$ cat config.mk
export PLATFORM = sky130hd
export DESIGN_NAME = shared_array_double_stack_core
export DESIGN_NICKNAME = d
export VERILOG_FILES = /design/src/rtl/sads_pkg.sv /design/src/rtl/shared_array_double_stack_core.sv /design/src/rtl/sads_ram.sv /design/src/rtl/sads_datapath.sv /design/src/rtl/sads_ctrl.sv
export SDC_FILE = /design/constraint.sdc
export NUM_CORES = 1
export LEC_CHECK = 0
export BUFFER_PORTS_ARGS = -buffer_cell sky130_fd_sc_hd__buf_2
export CAP_MARGIN = 25
export CELL_PAD_IN_SITES_DETAIL_PLACEMENT = 1
export CELL_PAD_IN_SITES_GLOBAL_PLACEMENT = 1
export CORE_UTILIZATION = 48
export DETAILED_ROUTE_END_ITERATION = 10
export MAX_ROUTING_LAYER = met4
export PLACE_DENSITY_LB_ADDON = 0.1
export SLEW_MARGIN = 20
export SYNTH_ARGS = -nofsm -noshare
export SYNTH_HDL_FRONTEND = slang
export SYNTH_SLANG_ARGS = --single-unit
$ cat constraint.sdc
create_clock -name clk -period 5.4 [get_ports clk]
set_clock_uncertainty 0.15 [all_clocks]
set_input_delay 0.81 -clock clk [delete_from_list [all_inputs] [get_ports clk]]
set_output_delay 0.81 -clock clk [all_outputs]
set_load 0.02 [all_outputs]
$ cat src/rtl/sads_pkg.sv
// ----------------------------------------------------------------------------
// sads_pkg: shared definitions for the shared-array double stack
// Operation codes, result status codes, controller states and the
// command/status structs between controller and datapath.
// ----------------------------------------------------------------------------
package sads_pkg;

    // longest run of results that one show produces
    localparam int MaxResults = 16;
    localparam int RemW       = $clog2(MaxResults + 1);

    // operation selector carried in s_tuser
    typedef enum logic [2:0] {
        MODE_PUSH1  = 3'd0,
        MODE_PUSH2  = 3'd1,
        MODE_POP1   = 3'd2,
        MODE_POP2   = 3'd3,
        MODE_SHOW1  = 3'd4,
        MODE_SHOW2  = 3'd5,
        MODE_CLEAR  = 3'd6,
        MODE_UNUSED = 3'd7    // dropped without a result
    } mode_t;

    // result status carried in m_tuser
    typedef enum logic [1:0] {
        ST_OK        = 2'd0,
        ST_OVERFLOW  = 2'd1,
        ST_UNDERFLOW = 2'd2,
        ST_EMPTY     = 2'd3
    } status_t;

    // datapath operations issued by the controller
    typedef enum logic [3:0] {
        CMD_NONE  = 4'd0,
        CMD_PUSH1 = 4'd1,
        CMD_PUSH2 = 4'd2,
        CMD_POP1  = 4'd3,
        CMD_POP2  = 4'd4,
        CMD_SHOW1 = 4'd5,
        CMD_SHOW2 = 4'd6,
        CMD_NEXT  = 4'd7,
        CMD_CLEAR = 4'd8,
        CMD_ERROR = 4'd9
    } op_t;

    typedef enum logic {
        S_IDLE = 1'b0,
        S_EMIT = 1'b1
    } state_t;

    typedef struct packed {
        op_t     op;
        status_t status;    // status reported by CMD_ERROR
    } cmd_t;

    typedef struct packed {
        logic first_empty;
        logic second_empty;
        logic full;
        logic last;         // result on the output is the final one
    } dp_status_t;

endpackage

$ cat src/rtl/shared_array_double_stack_core.sv
// ----------------------------------------------------------------------------
// shared_array_double_stack_core: two LIFO stacks in one word memory
// Latency: a push, pop, clear or error result is valid the cycle after accept.
// Throughput: one item at a time; a show gives one word per cycle from the RAM
// registered read port while m_tready is high.
// Reset: asynchronous, clears both counts and the controller; the memory is
// not cleared and needs no clearing pass.
// ----------------------------------------------------------------------------
module shared_array_double_stack_core #(
    parameter int DEPTH = 16
) (
    input  logic        clk,
    input  logic        rst_n,
    input  logic        s_tvalid,
    output logic        s_tready,
    input  logic [31:0] s_tdata,   // [31:0] value
    input  logic [2:0]  s_tuser,   // [2:0] mode
    output logic        m_tvalid,
    input  logic        m_tready,
    output logic [31:0] m_tdata,   // [31:0] data
    output logic [1:0]  m_tuser,   // [1:0] status
    output logic        m_tlast
);

    sads_pkg::cmd_t       cmd;
    sads_pkg::dp_status_t stat;
    sads_pkg::status_t    status_out;

    sads_ctrl u_ctrl (
        .clk       (clk),
        .rst_n     (rst_n),
        .in_valid  (s_tvalid),
        .in_mode   (s_tuser),
        .in_ready  (s_tready),
        .out_ready (m_tready),
        .out_valid (m_tvalid),
        .stat      (stat),
        .cmd       (cmd)
    );

    sads_datapath #(
        .DEPTH (DEPTH)
    ) u_datapath (
        .clk        (clk),
        .rst_n      (rst_n),
        .cmd        (cmd),
        .value      (s_tdata),
        .stat       (stat),
        .status_out (status_out),
        .data_out   (m_tdata),
        .last_out   (m_tlast)
    );

    assign m_tuser = status_out;

    // one item at a time: no input taken while a result is pending
    a_no_overlap: assert property (@(posedge clk) disable iff (!rst_n)
        m_tvalid |-> !s_tready)
        else $error("input ready while a result is pending");

    // error results are single, zero-data results
    a_err_single: assert property (@(posedge clk) disable iff (!rst_n)
        (m_tvalid && (m_tuser != sads_pkg::ST_OK)) |-> (m_tlast && (m_tdata == 32'd0)))
        else $error("error result not final or carries data");

    // a show run continues without a gap after a non-final transfer
    a_run_cont: assert property (@(posedge clk) disable iff (!rst_n)
        (m_tvalid && m_tready && !m_tlast) |=> (m_tvalid && (m_tuser == sads_pkg::ST_OK)))
        else $error("show run broken");

    // the two stacks never hold more than the memory
    a_no_full_push: assert property (@(posedge clk) disable iff (!rst_n)
        (stat.full && (cmd.op == sads_pkg::CMD_PUSH1 || cmd.op == sads_pkg::CMD_PUSH2))
        |-> 1'b0)
        else $error("push issued while memory is full");

endmodule

$ cat src/rtl/sads_ram.sv
// ----------------------------------------------------------------------------
// sads_ram: generic single-port-write, single-port-read RAM
// One write and one read per cycle; read data is registered and holds
// its value while no read is issued.
// ----------------------------------------------------------------------------
module sads_ram #(
    parameter int WIDTH = 32,
    parameter int DEPTH = 16
) (
    input  logic                     clk,
    input  logic                     wr_en,
    input  logic [$clog2(DEPTH)-1:0] wr_addr,
    input  logic [WIDTH-1:0]         wr_data,
    input  logic                     rd_en,
    input  logic [$clog2(DEPTH)-1:0] rd_addr,
    output logic [WIDTH-1:0]         rd_data
);

    logic [WIDTH-1:0] mem_reg [DEPTH];
    logic [WIDTH-1:0] rd_data_reg;

    // write port
    always_ff @(posedge clk)
    begin
        if (wr_en)
        begin
            mem_reg[wr_addr] <= wr_data;
        end
    end

    // registered read port
    always_ff @(posedge clk)
    begin
        if (rd_en)
        begin
            rd_data_reg <= mem_reg[rd_addr];
        end
    end

    assign rd_data = rd_data_reg;

endmodule

$ cat src/rtl/sads_datapath.sv
// ----------------------------------------------------------------------------
// sads_datapath: stack counts, word memory and result register
// Executes controller commands: pushes, pops, show walks and clear, and
// holds the status, data source and remaining-run count of the result.
// ----------------------------------------------------------------------------
module sads_datapath #(
    parameter int DEPTH = 16
) (
    input  logic                 clk,
    input  logic                 rst_n,
    input  sads_pkg::cmd_t       cmd,
    input  logic [31:0]          value,
    output sads_pkg::dp_status_t stat,
    output sads_pkg::status_t    status_out,
    output logic [31:0]          data_out,
    output logic                 last_out
);

    localparam int CW = $clog2(DEPTH + 1);
    localparam int AW = $clog2(DEPTH);

    logic [CW-1:0]             first_count_reg, first_count_next;
    logic [CW-1:0]             second_count_reg, second_count_next;
    logic [sads_pkg::RemW-1:0] rem_reg, rem_next;
    logic [AW-1:0]             addr_reg, addr_next;
    logic                      up_reg, up_next;
    sads_pkg::status_t         status_reg, status_next;
    logic                      data_sel_reg, data_sel_next;

    logic [CW:0]   count_sum;
    logic [CW-1:0] depth_c;
    logic [CW-1:0] first_top;    // first_count - 1
    logic [CW-1:0] second_top;   // DEPTH - second_count
    logic [CW-1:0] second_new;   // DEPTH - second_count - 1
    logic [CW-1:0] show_cnt;

    logic          wr_en;
    logic [AW-1:0] wr_addr;
    logic          rd_en;
    logic [AW-1:0] rd_addr;
    logic [31:0]   rd_data;

    // address arithmetic and occupancy flags
    always_comb
    begin
        depth_c    = CW'(DEPTH);
        count_sum  = {1'b0, first_count_reg} + {1'b0, second_count_reg};
        first_top  = first_count_reg - CW'(1);
        second_top = depth_c - second_count_reg;
        second_new = second_top - CW'(1);
        show_cnt   = (cmd.op == sads_pkg::CMD_SHOW2) ? second_count_reg : first_count_reg;
    end

    assign stat.first_empty  = (first_count_reg == '0);
    assign stat.second_empty = (second_count_reg == '0);
    assign stat.full         = (count_sum >= (CW + 1)'(DEPTH));
    assign stat.last         = (rem_reg == sads_pkg::RemW'(1));

    // command decode
    always_comb
    begin
        first_count_next  = first_count_reg;
        second_count_next = second_count_reg;
        rem_next          = rem_reg;
        addr_next         = addr_reg;
        up_next           = up_reg;
        status_next       = status_reg;
        data_sel_next     = data_sel_reg;
        wr_en             = 1'b0;
        wr_addr           = first_count_reg[AW-1:0];
        rd_en             = 1'b0;
        rd_addr           = addr_reg;
        unique case (cmd.op)
            sads_pkg::CMD_PUSH1:
            begin
                wr_en            = 1'b1;
                wr_addr          = first_count_reg[AW-1:0];
                first_count_next = first_count_reg + CW'(1);
                status_next      = sads_pkg::ST_OK;
                data_sel_next    = 1'b0;
                rem_next         = sads_pkg::RemW'(1);
            end
            sads_pkg::CMD_PUSH2:
            begin
                wr_en             = 1'b1;
                wr_addr           = second_new[AW-1:0];
                second_count_next = second_count_reg + CW'(1);
                status_next       = sads_pkg::ST_OK;
                data_sel_next     = 1'b0;
                rem_next          = sads_pkg::RemW'(1);
            end
            sads_pkg::CMD_POP1:
            begin
                rd_en            = 1'b1;
                rd_addr          = first_top[AW-1:0];
                first_count_next = first_top;
                status_next      = sads_pkg::ST_OK;
                data_sel_next    = 1'b1;
                rem_next         = sads_pkg::RemW'(1);
            end
            sads_pkg::CMD_POP2:
            begin
                rd_en             = 1'b1;
                rd_addr           = second_top[AW-1:0];
                second_count_next = second_count_reg - CW'(1);
                status_next       = sads_pkg::ST_OK;
                data_sel_next     = 1'b1;
                rem_next          = sads_pkg::RemW'(1);
            end
            sads_pkg::CMD_SHOW1, sads_pkg::CMD_SHOW2:
            begin
                rd_en         = 1'b1;
                up_next       = (cmd.op == sads_pkg::CMD_SHOW2);
                rd_addr       = up_next ? second_top[AW-1:0] : first_top[AW-1:0];
                addr_next     = rd_addr;
                status_next   = sads_pkg::ST_OK;
                data_sel_next = 1'b1;
                // run is capped at the words nearest the top
                if (32'(show_cnt) > 32'(sads_pkg::MaxResults))
                begin
                    rem_next = sads_pkg::RemW'(sads_pkg::MaxResults);
                end
                else
                begin
                    rem_next = sads_pkg::RemW'(show_cnt);
                end
            end
            sads_pkg::CMD_NEXT:
            begin
                rd_en     = 1'b1;
                rd_addr   = up_reg ? (addr_reg + AW'(1)) : (addr_reg - AW'(1));
                addr_next = rd_addr;
                rem_next  = rem_reg - sads_pkg::RemW'(1);
            end
            sads_pkg::CMD_CLEAR:
            begin
                first_count_next  = '0;
                second_count_next = '0;
                status_next       = sads_pkg::ST_OK;
                data_sel_next     = 1'b0;
                rem_next          = sads_pkg::RemW'(1);
            end
            sads_pkg::CMD_ERROR:
            begin
                status_next   = cmd.status;
                data_sel_next = 1'b0;
                rem_next      = sads_pkg::RemW'(1);
            end
            sads_pkg::CMD_NONE:
            begin
            end
            default:
            begin
            end
        endcase
    end

    // control registers
    always_ff @(posedge clk or negedge rst_n)
    begin
        if (!rst_n)
        begin
            first_count_reg  <= '0;
            second_count_reg <= '0;
            rem_reg          <= sads_pkg::RemW'(1);
            status_reg       <= sads_pkg::ST_OK;
            data_sel_reg     <= 1'b0;
        end
        else
        begin
            first_count_reg  <= first_count_next;
            second_count_reg <= second_count_next;
            rem_reg          <= rem_next;
            status_reg       <= status_next;
            data_sel_reg     <= data_sel_next;
        end
    end

    // walk address and direction
    always_ff @(posedge clk)
    begin
        addr_reg <= addr_next;
        up_reg   <= up_next;
    end

    sads_ram #(
        .WIDTH (32),
        .DEPTH (DEPTH)
    ) u_ram (
        .clk     (clk),
        .wr_en   (wr_en),
        .wr_addr (wr_addr),
        .wr_data (value),
        .rd_en   (rd_en),
        .rd_addr (rd_addr),
        .rd_data (rd_data)
    );

    // result fields
    assign status_out = status_reg;
    assign data_out   = data_sel_reg ? rd_data : 32'd0;
    assign last_out   = stat.last;

endmodule

$ cat src/rtl/sads_ctrl.sv
// ----------------------------------------------------------------------------
// sads_ctrl: operation controller
// Accepts one item in idle, issues the matching datapath command and
// presents results until the final one of the run is transferred.
// ----------------------------------------------------------------------------
module sads_ctrl (
    input  logic                 clk,
    input  logic                 rst_n,
    input  logic                 in_valid,
    input  logic [2:0]           in_mode,
    output logic                 in_ready,
    input  logic                 out_ready,
    output logic                 out_valid,
    input  sads_pkg::dp_status_t stat,
    output sads_pkg::cmd_t       cmd
);

    sads_pkg::state_t state_reg, state_next;
    sads_pkg::mode_t  mode;

    assign mode = sads_pkg::mode_t'(in_mode);

    // next state
    always_comb
    begin
        state_next = state_reg;
        unique case (state_reg)
            sads_pkg::S_IDLE:
            begin
                // the unused code is dropped without a result
                if (in_valid && (mode != sads_pkg::MODE_UNUSED))
                begin
                    state_next = sads_pkg::S_EMIT;
                end
            end
            sads_pkg::S_EMIT:
            begin
                if (out_ready && stat.last)
                begin
                    state_next = sads_pkg::S_IDLE;
                end
            end
            default:
            begin
                state_next = sads_pkg::S_IDLE;
            end
        endcase
    end

    // outputs and commands
    always_comb
    begin
        in_ready   = 1'b0;
        out_valid  = 1'b0;
        cmd.op     = sads_pkg::CMD_NONE;
        cmd.status = sads_pkg::ST_OK;
        unique case (state_reg)
            sads_pkg::S_IDLE:
            begin
                in_ready = 1'b1;
                if (in_valid)
                begin
                    unique case (mode)
                        sads_pkg::MODE_PUSH1, sads_pkg::MODE_PUSH2:
                        begin
                            if (stat.full)
                            begin
                                cmd.op     = sads_pkg::CMD_ERROR;
                                cmd.status = sads_pkg::ST_OVERFLOW;
                            end
                            else
                            begin
                                cmd.op = (mode == sads_pkg::MODE_PUSH1) ?
                                         sads_pkg::CMD_PUSH1 : sads_pkg::CMD_PUSH2;
                            end
                        end
                        sads_pkg::MODE_POP1:
                        begin
                            cmd.op     = stat.first_empty ? sads_pkg::CMD_ERROR
                                                          : sads_pkg::CMD_POP1;
                            cmd.status = sads_pkg::ST_UNDERFLOW;
                        end
                        sads_pkg::MODE_POP2:
                        begin
                            cmd.op     = stat.second_empty ? sads_pkg::CMD_ERROR
                                                           : sads_pkg::CMD_POP2;
                            cmd.status = sads_pkg::ST_UNDERFLOW;
                        end
                        sads_pkg::MODE_SHOW1:
                        begin
                            cmd.op     = stat.first_empty ? sads_pkg::CMD_ERROR
                                                          : sads_pkg::CMD_SHOW1;
                            cmd.status = sads_pkg::ST_EMPTY;
                        end
                        sads_pkg::MODE_SHOW2:
                        begin
                            cmd.op     = stat.second_empty ? sads_pkg::CMD_ERROR
                                                           : sads_pkg::CMD_SHOW2;
                            cmd.status = sads_pkg::ST_EMPTY;
                        end
                        sads_pkg::MODE_CLEAR:
                        begin
                            cmd.op = sads_pkg::CMD_CLEAR;
                        end
                        default:
                        begin
                            cmd.op = sads_pkg::CMD_NONE;
                        end
                    endcase
                end
            end
            sads_pkg::S_EMIT:
            begin
                out_valid = 1'b1;
                // fetch the next word of a show run as this one transfers
                if (out_ready && !stat.last)
                begin
                    cmd.op = sads_pkg::CMD_NEXT;
                end
            end
            default:
            begin
            end
        endcase
    end

    // state register
    always_ff @(posedge clk or negedge rst_n)
    begin
        if (!rst_n)
        begin
            state_reg <= sads_pkg::S_IDLE;
        end
        else
        begin
            state_reg <= state_next;
        end
    end

endmodule
==> results of run 1 <==
[through the flow]
stage	cells	setup WS, ps
floorplan	1574	398
global placement	2261	851
detailed placement	2262	661
CTS	2366	568
global route	2371	258
finish	2371	559
[where the power goes]
part	switching [µW]	internal [µW]	leakage (µW)
clock network	1660	2220	0.000885
registers	172	5280	0.00520
logic	3650	1950	0.00319
[cell type report]
cell class	count	area [µm²]
fill	4614	21700
multi-input combinational	879	6380
antenna	4	10.0
inverter	14	52.6
clock inverter	26	249
timing repair buffer	139	1070
clock buffer	77	1570
tap	664	831
sequential	568	17000
[cell families (layout without fill, tap and decap cells)]
kind of cell	after synthesis	after routing	synth area share [%]
other	0	4	0
muxes	107	107	4.52
DFF	568	568	71.3
xor gates and xnor gates	13	13	0.479
buffers and inverters	127	256	2.61
adders and majority gates	19	19	1.05
AOI/OAI and AO/OA	378	378	12.3
and+or+nand+nor	362	362	7.70
[routing by layer]
layer	track usage, %	up-vias	wire, µm
met3	3.83	93	3190
met1	35.4	7585	28200
met4	6.43	0	1230
met5	-	-	0
li1	-	6420	-
met2	42.8	383	31300
[how the worst max path moves through the flow]
stage	start	to	slack [ps]	cells after the start
floorplan	u_datapath.second_count_reg[0]$_DFFE_PN0P_	u_datapath.u_ram.mem_reg[6][0]$_DFFE_PP_	400	11
finish	u_datapath.second_count_reg[0]$_DFFE_PN0P_	u_datapath.u_ram.rd_data[25]$_DFFE_PP_	560	13
global route	u_datapath.second_count_reg[0]$_DFFE_PN0P_	u_datapath.u_ram.rd_data[25]$_DFFE_PP_	260	13
detailed placement	u_datapath.second_count_reg[0]$_DFFE_PN0P_	u_datapath.u_ram.rd_data[25]$_DFFE_PP_	660	13
CTS	u_datapath.second_count_reg[0]$_DFFE_PN0P_	u_datapath.u_ram.rd_data[25]$_DFFE_PP_	570	13
global placement	u_datapath.second_count_reg[0]$_DFFE_PN0P_	u_datapath.u_ram.rd_data[15]$_DFFE_PP_	850	13
[layout by cell type (no fill, tap or decap), drive strengths merged, types with 4 or more instances in the layout]
master,netlist,layout
a211o,27,27
a211oi,30,30
a21boi,29,29
a21o,6,6
a21oi,97,97
a221o,52,52
a221oi,50,50
a311o,26,26
a311oi,6,6
a31oi,5,5
and2,66,66
and4,5,5
buf,60,137
bufinv,0,4
clkbuf,53,78
clkinv,0,20
dfrtp,18,18
diode,0,4
edfxtp,549,549
ha,16,16
inv,14,16
mux2i,105,105
nand2,159,159
nand3,16,16
nand4,30,30
nor2,42,42
nor3,15,15
nor4,4,4
nor4b,5,5
o21ai,20,20
or4,8,8
xnor2,5,5
xor2,8,8
[worst max-delay path: stages (launching register included)]
cell                       delay [ps]
sky130_fd_sc_hd__dfrtp_1          530
sky130_fd_sc_hd__inv_1            250
sky130_fd_sc_hd__ha_1             270
sky130_fd_sc_hd__nor4b_4          390
sky130_fd_sc_hd__nor2_2           140
sky130_fd_sc_hd__o31ai_4          360
sky130_fd_sc_hd__nand2_2          160
sky130_fd_sc_hd__o211ai_1         570
sky130_fd_sc_hd__buf_4            550
sky130_fd_sc_hd__buf_4            440
sky130_fd_sc_hd__a21boi_0         190
sky130_fd_sc_hd__a211oi_1         280
sky130_fd_sc_hd__a211o_1          180
sky130_fd_sc_hd__nand4_1           90
==> flow_summary.yaml, run 1 <==
routing:
  avgRoutedWirePerCell_um: 27.0
  detail-route-antenna-nets: 0
  drc: 0
  avgViaCountPerCell: 6.11
  drt_first_pass_iters: 5
  first_iter_violations: 1087
  routed_wirelength_um: 63900
  vias: 14500
timing:
  min_period_over_period_pct: 89.7
  finalHoldViolations: 0
  timing.fmax_mhz: 207
  grt_setup_unrepaired: "no"
  slew-limit-headroom_pct: 30.2
  worstMarginPinSlew_ps: 1040
  finalSetupTns_ps: 0
  layout_min_cycle_time_ps: 4840
  timing_max_transition_violations_final: 0
  finalHoldWorstSlack_ps: 354
  final-setup-viol-count: 0
clock_tree:
  clk_root_buffer_cell: "sky130_fd_sc_hd__clkbuf_16"
  cts_hold_repair.buffers: 1
  tritoncts_clock_tree: "built"
  cts-buffers-inserted: 58
  cts_sinks: 568
  cts_buffer_depth: 3
  clkSlewWorstSetupHoldPaths_ps: 60
  ctsHtreeMaxLevel: 2
  cts_setup_buffers: 0
  ctsResizeCount: 0
  clk_latency_ps: 620
synth:
  ys_seq_elements: 568
  ys_warn_count: 0
  synth_enable_flop_cells: 549
  netlist_instances: 1574
  area_of_the_mapped_netlist_um2: 23800
  synth_area_leaders: "sky130_fd_sc_hd__edfxtp_1 (69%), sky130_fd_sc_hd__mux2i_1 (4.4%), sky130_fd_sc_hd__nand2_1 (2.5%)"
  ys_async_sr_fraction_pct: 3.35
  average_cell_area_after_synthesis_um2: 15.1
  synth_unique_cells: 74
  ys_dominant_reg_cell: "sky130_fd_sc_hd__edfxtp_1"
  sequential_cell_area_fraction_in_the_yosys_report_pct: 71.3
  yosysTopAreaCellShare_pct: 69.3
  synth_commonest_cells: "sky130_fd_sc_hd__edfxtp_1 (549), sky130_fd_sc_hd__nand2_1 (156), sky130_fd_sc_hd__mux2i_1 (105)"
  yosys.area.top_type: "sky130_fd_sc_hd__edfxtp_1"
  post-synth-top-count-cell: "sky130_fd_sc_hd__edfxtp_1"
  synth.net_count: 1631
floorplanning:
  io_pins: 76
  die_height_um: 225
  initial_core_util_pct: 48.7
  core-area_um2: 48800
  rows: 81
  die_width_um: 225
  fp.dieArea_um2: 50400
final_layout:
  total_number_of_nets_in_the_final_design: 1717
  number_of_flip_flops_under_the_largest_register_name: 512
  area_growth_pct: 14.1
  post_route_core_utilization_pct: 55.5
  drive_above_1_share_pct: 15.3
  fin_area_um2: 27100
worst_setup_path:
  cp_data_arrival_time_ps: 5050
  worst_r2r_startpoint: "u_datapath.second_count_reg[0]$_DFFE_PN0P_"
  r2r_setup_slack_ps: 560
  critical_path_class: "reg -> reg"
  worst_r2r_endpoint: "u_datapath.u_ram.rd_data[25]$_DFFE_PP_"
  critPathLaunchType: "flop"
  path_max_fanout: 31
  critical_path_required_ps: 5610
  worst_r2r_path_depth: 13
  worstSetupEndpointType: "flop"
grt:
  grt_pass1_vias: 15100
  grt_pass1_wl_um: 95300
  number_of_antenna_violations_at_the_first_check_in_global_routing: 4
  grt_max_degree: 165
  global_route_congestion_overflow_total: 0
  gr-usage-all-layers_pct: 26.4
hold_path:
  worst_hold_path_type: "reg -> reg"
  whs_path_depth: 1
  timing.hold.worst.start: "u_datapath.status_out[1]$_DFFE_PN0P_"
  hold_end: "u_datapath.status_out[1]$_DFFE_PN0P_"
power_and_ir_drop:
  cellPowerDensity_nw_per_um2: 550
  finalPower_uw: 14900
  leakage_uw: 0.00928
  max-vdd-ir-drop_mv: 0.639
placement:
  io_buffer_count: 75
  globalplace.congestion: 0.864
  dp.final_hpwl_um: 34600
  postPlaceCellArea_um2: 25300
outcome:
  run_status: "complete, no violations"
run:
  timing.max_cap.violations: 0
Power figures use the tool's default switching activity.
==> run 2, diff against run 1 <==
Settings changed: PLACE_DENSITY set to 0.8, PLACE_DENSITY_LB_ADDON 0.1 to unset.
==> run 2 against run 1 <==
Effect of this change: sequential power is essentially flat; register-to-register slack worse by 170 ps; non-clock buffer count shrank 12; critical path type unchanged; largest power group unchanged; highest routed layer unchanged.
==> flow_summary.yaml, run 2 (synthesis results as in run 1) <==
outcome:
  run_status: "complete, no violations"
timing:
  timing_max_transition_violations_final: 0
  final-setup-viol-count: 0
  grt_setup_unrepaired: "no"
  finalHoldViolations: 0
  finalSetupTns_ps: 0
  layout_setup_ws_ps: 392
  min_period_over_period_pct: 92.7
  slew-limit-headroom_pct: 31.6
  timing.fmax_mhz: 200
  layout_min_cycle_time_ps: 5010
  worstMarginPinSlew_ps: 1020
floorplanning:
  fp.dieArea_um2: 50400
  die_height_um: 225
  core-area_um2: 48800
  rows: 81
  die_width_um: 225
  initial_core_util_pct: 48.7
  io_pins: 76
grt:
  grt_pass1_vias: 15700
  global_route_congestion_overflow_total: 0
  grt_max_degree: 121
  gr-usage-all-layers_pct: 26.8
  grt_pass1_wl_um: 96900
  number_of_antenna_violations_at_the_first_check_in_global_routing: 5
routing:
  drt_first_pass_iters: 5
  avgRoutedWirePerCell_um: 27.6
  first_iter_violations: 1616
  avgViaCountPerCell: 6.27
  vias: 14800
  drc: 0
  detail-route-antenna-nets: 0
  routed_wirelength_um: 65100
final_layout:
  area_growth_pct: 13.5
  multiInputGateArea_um2: 6370
  most-common-layout-cells: "sky130_fd_sc_hd__edfxtp_1 (549), sky130_fd_sc_hd__nand2_1 (156), sky130_fd_sc_hd__mux2i_1 (105)"
  number_of_flip_flops_under_the_largest_register_name: 512
  drive_above_1_share_pct: 15.2
  post_route_core_utilization_pct: 55.2
  num-fill-cells: 4684
  total_number_of_nets_in_the_final_design: 1704
  seq_area_um2: 17000
  layout.cells.most_common: "sky130_fd_sc_hd__edfxtp_1"
  fin_cells: 2360
  fin_area_um2: 27000
power_and_ir_drop:
  leakage_uw: 0.00923
  max-vdd-ir-drop_mv: 0.508
  cellPowerDensity_nw_per_um2: 559
hold_path:
  worst_hold_path_type: "in -> reg"
clock_tree:
  clkSlewWorstSetupHoldPaths_ps: 60
  cts-buffers-inserted: 57
  cts_buffer_depth: 3
  clk_root_buffer_cell: "sky130_fd_sc_hd__clkbuf_16"
  clk_latency_ps: 640
  cts_sinks: 568
  tritoncts_clock_tree: "built"
  ctsHtreeMaxLevel: 2
worst_setup_path:
  critical_path_required_ps: 5750
  worstSetupEndpointType: "flop"
  critical_path_class: "reg -> reg"
  path_max_fanout: 58
  timing.critical_path.cells: "inv_1 -> ha_1 -> nor4b_4 -> a2bb2oi_2 -> nand3_2 -> a2111oi_0 -> o211ai_1 -> nand2_8 -> buf_4 -> a221oi_1 -> a311o_1 -> nand4_1"
  critPathLaunchType: "flop"
  crit_slowest_cell: "sky130_fd_sc_hd__buf_4"
  cp_slowest_stage_delay_ps: 670
  cp_data_arrival_time_ps: 5360
placement:
  postPlaceCellArea_um2: 25100
  placed_cells: 2251
  pre_cts_slack_ps: 563
  dp.final_hpwl_um: 34700
  globalplace.congestion: 0.867
  io_buffer_count: 75
run:
  timing.max_cap.violations: 0
run 2: worst max-delay path, delay by kind of cell (launching register included):
family                     cells  cell delay [ps]
DFF                            1              530
buffers and inverters          2              930
and+or+nand+nor                4             1190
AOI/OAI and AO/OA              5             1690
adders and majority gates      1              300
run 2: per-stage QoR:
step	power (µW)	hold slack, ps
detailed placement	11100	352
floorplan	9320	335
finish	15100	333
CTS	15100	315
global placement	10900	341
global route	15700	383
run 2: repair_timing:
action / 4_1_cts / 5_1_grt
hold buffers: 1 / 0
setup endpoints to repair: 0 / 0
setup buffers: 0 / 0
gates resized for setup: 0 / 0
endpoints found under the hold margin: 1 / 0
run 2: where the power goes:
part / leakage [µW] / internal (µW) / total (µW) / switching, µW
Sequential: 0.00520 / 5280 / 5450 / 172
Clock: 0.000922 / 2310 / 4020 / 1700
Combinational: 0.00311 / 1920 / 5620 / 3700
run 2: path summary, 6_finish.rpt:
check	from	to	slack, ps	cells after the start
setup / recovery	u_datapath.second_count_reg[0]$_DFFE_PN0P_	u_datapath.u_ram.rd_data[23]$_DFFE_PP_	390	12
min in group asynchronous	rst_n	u_datapath.first_count_reg[4]$_DFFE_PN0P_	540	2
hold / removal	m_tready	u_ctrl.state_reg$_DFF_PN0_	330	4
setup reg to reg	u_datapath.second_count_reg[0]$_DFFE_PN0P_	u_datapath.u_ram.rd_data[23]$_DFFE_PP_	390	12
max in group asynchronous	rst_n	u_datapath.rem_reg[0]$_DFFE_PN1P_	4190	2
hold reg to reg	u_datapath.status_out[1]$_DFFE_PN0P_	u_datapath.status_out[1]$_DFFE_PN0P_	360	1
run 2: layout make-up:
class                      count  share of cell area [%]
tap                          664                    3.08
clock inverter                40                    1.49
timing repair buffer         127                    3.22
inverter                      14                   0.195
clock buffer                  65                    5.51
sequential                   568                    62.9
multi-input combinational    879                    23.6
antenna                        3                  0.0278
run 2: metal layers:
layer  wire [µm]  vias up  global-route usage [%]  part of all wire [%]
met2       33000      581                    44.6                    51
met5           0        -                       -                     0
met4        2100        0                    10.4                   3.2
li1            -     6391                       -                     -
met1       26300     7697                    33.1                    40
met3        3660      132                    3.85                   5.6
==> run 3, diff against run 2 <==
Settings changed: CORE_MARGIN set to 2, RECOVER_POWER set to 50.
==> run 3 against run 2 <==
Effect of this change: the run now ends with max-capacitance violations, max-slew violations left; sequential share of layout area up 0.21 points; first-iteration DRC count is 11% lower; fmax is 1.5% higher; register-to-register slack better by 80 ps; highest routed layer unchanged; non-clock buffer count rose by 10; setup slack improved by 76 ps.
==> flow_summary.yaml, run 3 (synthesis results as in run 1) <==
clock_tree:
  cts_sinks: 568
  clk_root_buffer_cell: "sky130_fd_sc_hd__clkbuf_16"
  ctsHtreeMaxLevel: 2
  cts_hold_repair.buffers: 1
  cts_setup_buffers: 0
  clk_latency_ps: 620
  clkSlewWorstSetupHoldPaths_ps: 70
  cts-buffers-inserted: 55
  tritoncts_clock_tree: "built"
  ctsResizeCount: 0
  cts_buffer_depth: 3
timing:
  slew-limit-headroom_pct: -32.2
  layout_min_cycle_time_ps: 4930
  finalHoldWorstSlack_ps: 325
  timing_max_transition_violations_final: 34
  min_period_over_period_pct: 91.3
  worstMarginPinSlew_ps: 1980
  layout_setup_ws_ps: 468
  finalSetupTns_ps: 0
  finalHoldViolations: 0
  grt_setup_unrepaired: "no"
  timing.fmax_mhz: 203
  final-setup-viol-count: 0
final_layout:
  drive_above_1_share_pct: 12.5
  area_growth_pct: 13.1
  num-fill-cells: 4614
  fin_cells: 2365
  number_of_flip_flops_under_the_largest_register_name: 512
  layout.cells.most_common: "sky130_fd_sc_hd__edfxtp_1"
  total_number_of_nets_in_the_final_design: 1712
  most-common-layout-cells: "sky130_fd_sc_hd__edfxtp_1 (549), sky130_fd_sc_hd__nand2_1 (156), sky130_fd_sc_hd__mux2i_1 (105)"
routing:
  vias: 14800
  drc: 0
  first_iter_violations: 1444
  routed_wirelength_um: 66600
  avgViaCountPerCell: 6.28
  detail-route-antenna-nets: 0
  drt_first_pass_iters: 5
  avgRoutedWirePerCell_um: 28.2
grt:
  grt_pass1_wl_um: 99000
  number_of_antenna_violations_at_the_first_check_in_global_routing: 2
  grt_pass1_vias: 15600
  gr-usage-all-layers_pct: 26.8
  global_route_congestion_overflow_total: 0
  grt_max_degree: 93
outcome:
  failed_checks: "max-capacitance violations, max-slew violations"
  run_status: "complete, but fails checks"
worst_setup_path:
  cp_slowest_stage_delay_ps: 820
  timing.critical_path.cells: "inv_1 -> ha_1 -> nor4b_2 -> nor4b_1 -> a211oi_1 -> o21ai_0 -> nor4b_1 -> buf_4 -> a21boi_0 -> nor2_4 -> buf_4"
  worst_r2r_path_depth: 11
  cp_data_arrival_time_ps: 5050
  worst_r2r_startpoint: "u_datapath.first_count_reg[1]$_DFFE_PN0P_"
  crit_slowest_cell: "sky130_fd_sc_hd__nor2_4"
  worst_r2r_endpoint: "u_datapath.u_ram.mem_reg[9][31]$_DFFE_PP_"
  launching_element_of_the_worst_setup_path: "u_datapath.first_count_reg[1]$_DFFE_PN0P_"
  worst-path-buf-inv: 3
  critical_path_required_ps: 5520
  worstSetupEndpointType: "flop"
  critical_path_class: "reg -> reg"
  path_delay_family: "simple AND/OR/NAND/NOR gates"
  r2r_setup_slack_ps: 470
  path_max_fanout: 19
  critPathLaunchType: "flop"
hold_path:
  hold_end: "u_ctrl.state_reg$_DFF_PN0_"
  timing.hold.worst.start: "m_tready"
  worst_hold_path_type: "in -> reg"
  whs_path_depth: 4
floorplanning:
  fp.dieArea_um2: 51300
  die_width_um: 227
  io_pins: 76
  core-area_um2: 49000
  die_height_um: 227
  initial_core_util_pct: 48.6
  rows: 81
placement:
  placed_cells: 2259
  globalplace.congestion: 0.866
  io_buffer_count: 75
  pre_cts_slack_ps: 728
  dp.final_hpwl_um: 37900
run:
  timing.max_cap.violations: 1
power_and_ir_drop:
  leakage_uw: 0.00906
  finalPower_uw: 15000
  max-vdd-ir-drop_mv: 0.400
  cellPowerDensity_nw_per_um2: 559
run 3: changes by cell type in the layout (fill, tap and decap cells not counted), sizes merged:
cell / previous run / this run
buf: 126 / 89
bufinv: 7 / 5
clkbuf: 65 / 108
clkinv: 28 / 29
clkinvlp: 3 / 4
diode: 3 / 2
run 3: through the flow:
step | cell area (µm²) | util, %
6_report | 26900 | 54.9
3_5_place_dp | 25200 | 51.5
3_3_place_gp | 25100 | 51.4
2_1_floorplan | 23800 | -
4_1_cts | 26900 | 55.0
5_1_grt | 26900 | 54.9
run 3: final cells by class:
| type | instances | area, µm² | share of cell area (%) |
|---|---|---|---|
| antenna | 2 | 5.00 | 0.0186 |
| inverter | 14 | 52.6 | 0.195 |
| clock buffer | 61 | 1400 | 5.20 |
| multi-input combinational | 879 | 6360 | 23.6 |
| tap | 664 | 831 | 3.09 |
| timing repair buffer | 137 | 945 | 3.51 |
| sequential | 568 | 17000 | 63.1 |
| clock inverter | 40 | 343 | 1.27 |
run 3: worst reg2reg max path: cells and delay by family, from the launching register on:
family | cells | cell delay, ps
compound gates | 3 | 730
buf+inv | 3 | 930
flops | 1 | 560
simple gates | 4 | 1970
fa+ha+maj | 1 | 230
run 3: routing by layer:
| metal | wire (µm) | track usage (%) | vias up |
|---|---|---|---|
| li1 | - | - | 6399 |
| met1 | 27300 | 34.5 | 7707 |
| met4 | 2020 | 8.93 | 0 |
| met2 | 33100 | 43.8 | 592 |
| met5 | 0 | - | - |
| met3 | 4190 | 4.19 | 143 |
run 3: power breakdown:
group,internal (µW),switching [µW],total (µW)
logic,1960,3840,5800
clock network,2110,1690,3800
registers,5280,155,5430
run 3: how the worst max path moves through the flow:
stage,end,slack [ps],cells after the start
6_report,u_datapath.u_ram.mem_reg[9][31]$_DFFE_PP_,470,11
3_5_place_dp,u_datapath.u_ram.mem_reg[9][24]$_DFFE_PP_,730,11
5_1_grt,u_datapath.u_ram.mem_reg[9][31]$_DFFE_PP_,320,11
3_3_place_gp,u_datapath.u_ram.mem_reg[0][28]$_DFFE_PP_,820,10
2_1_floorplan,u_datapath.u_ram.mem_reg[6][0]$_DFFE_PP_,400,11
4_1_cts,u_datapath.u_ram.mem_reg[9][17]$_DFFE_PP_,590,11
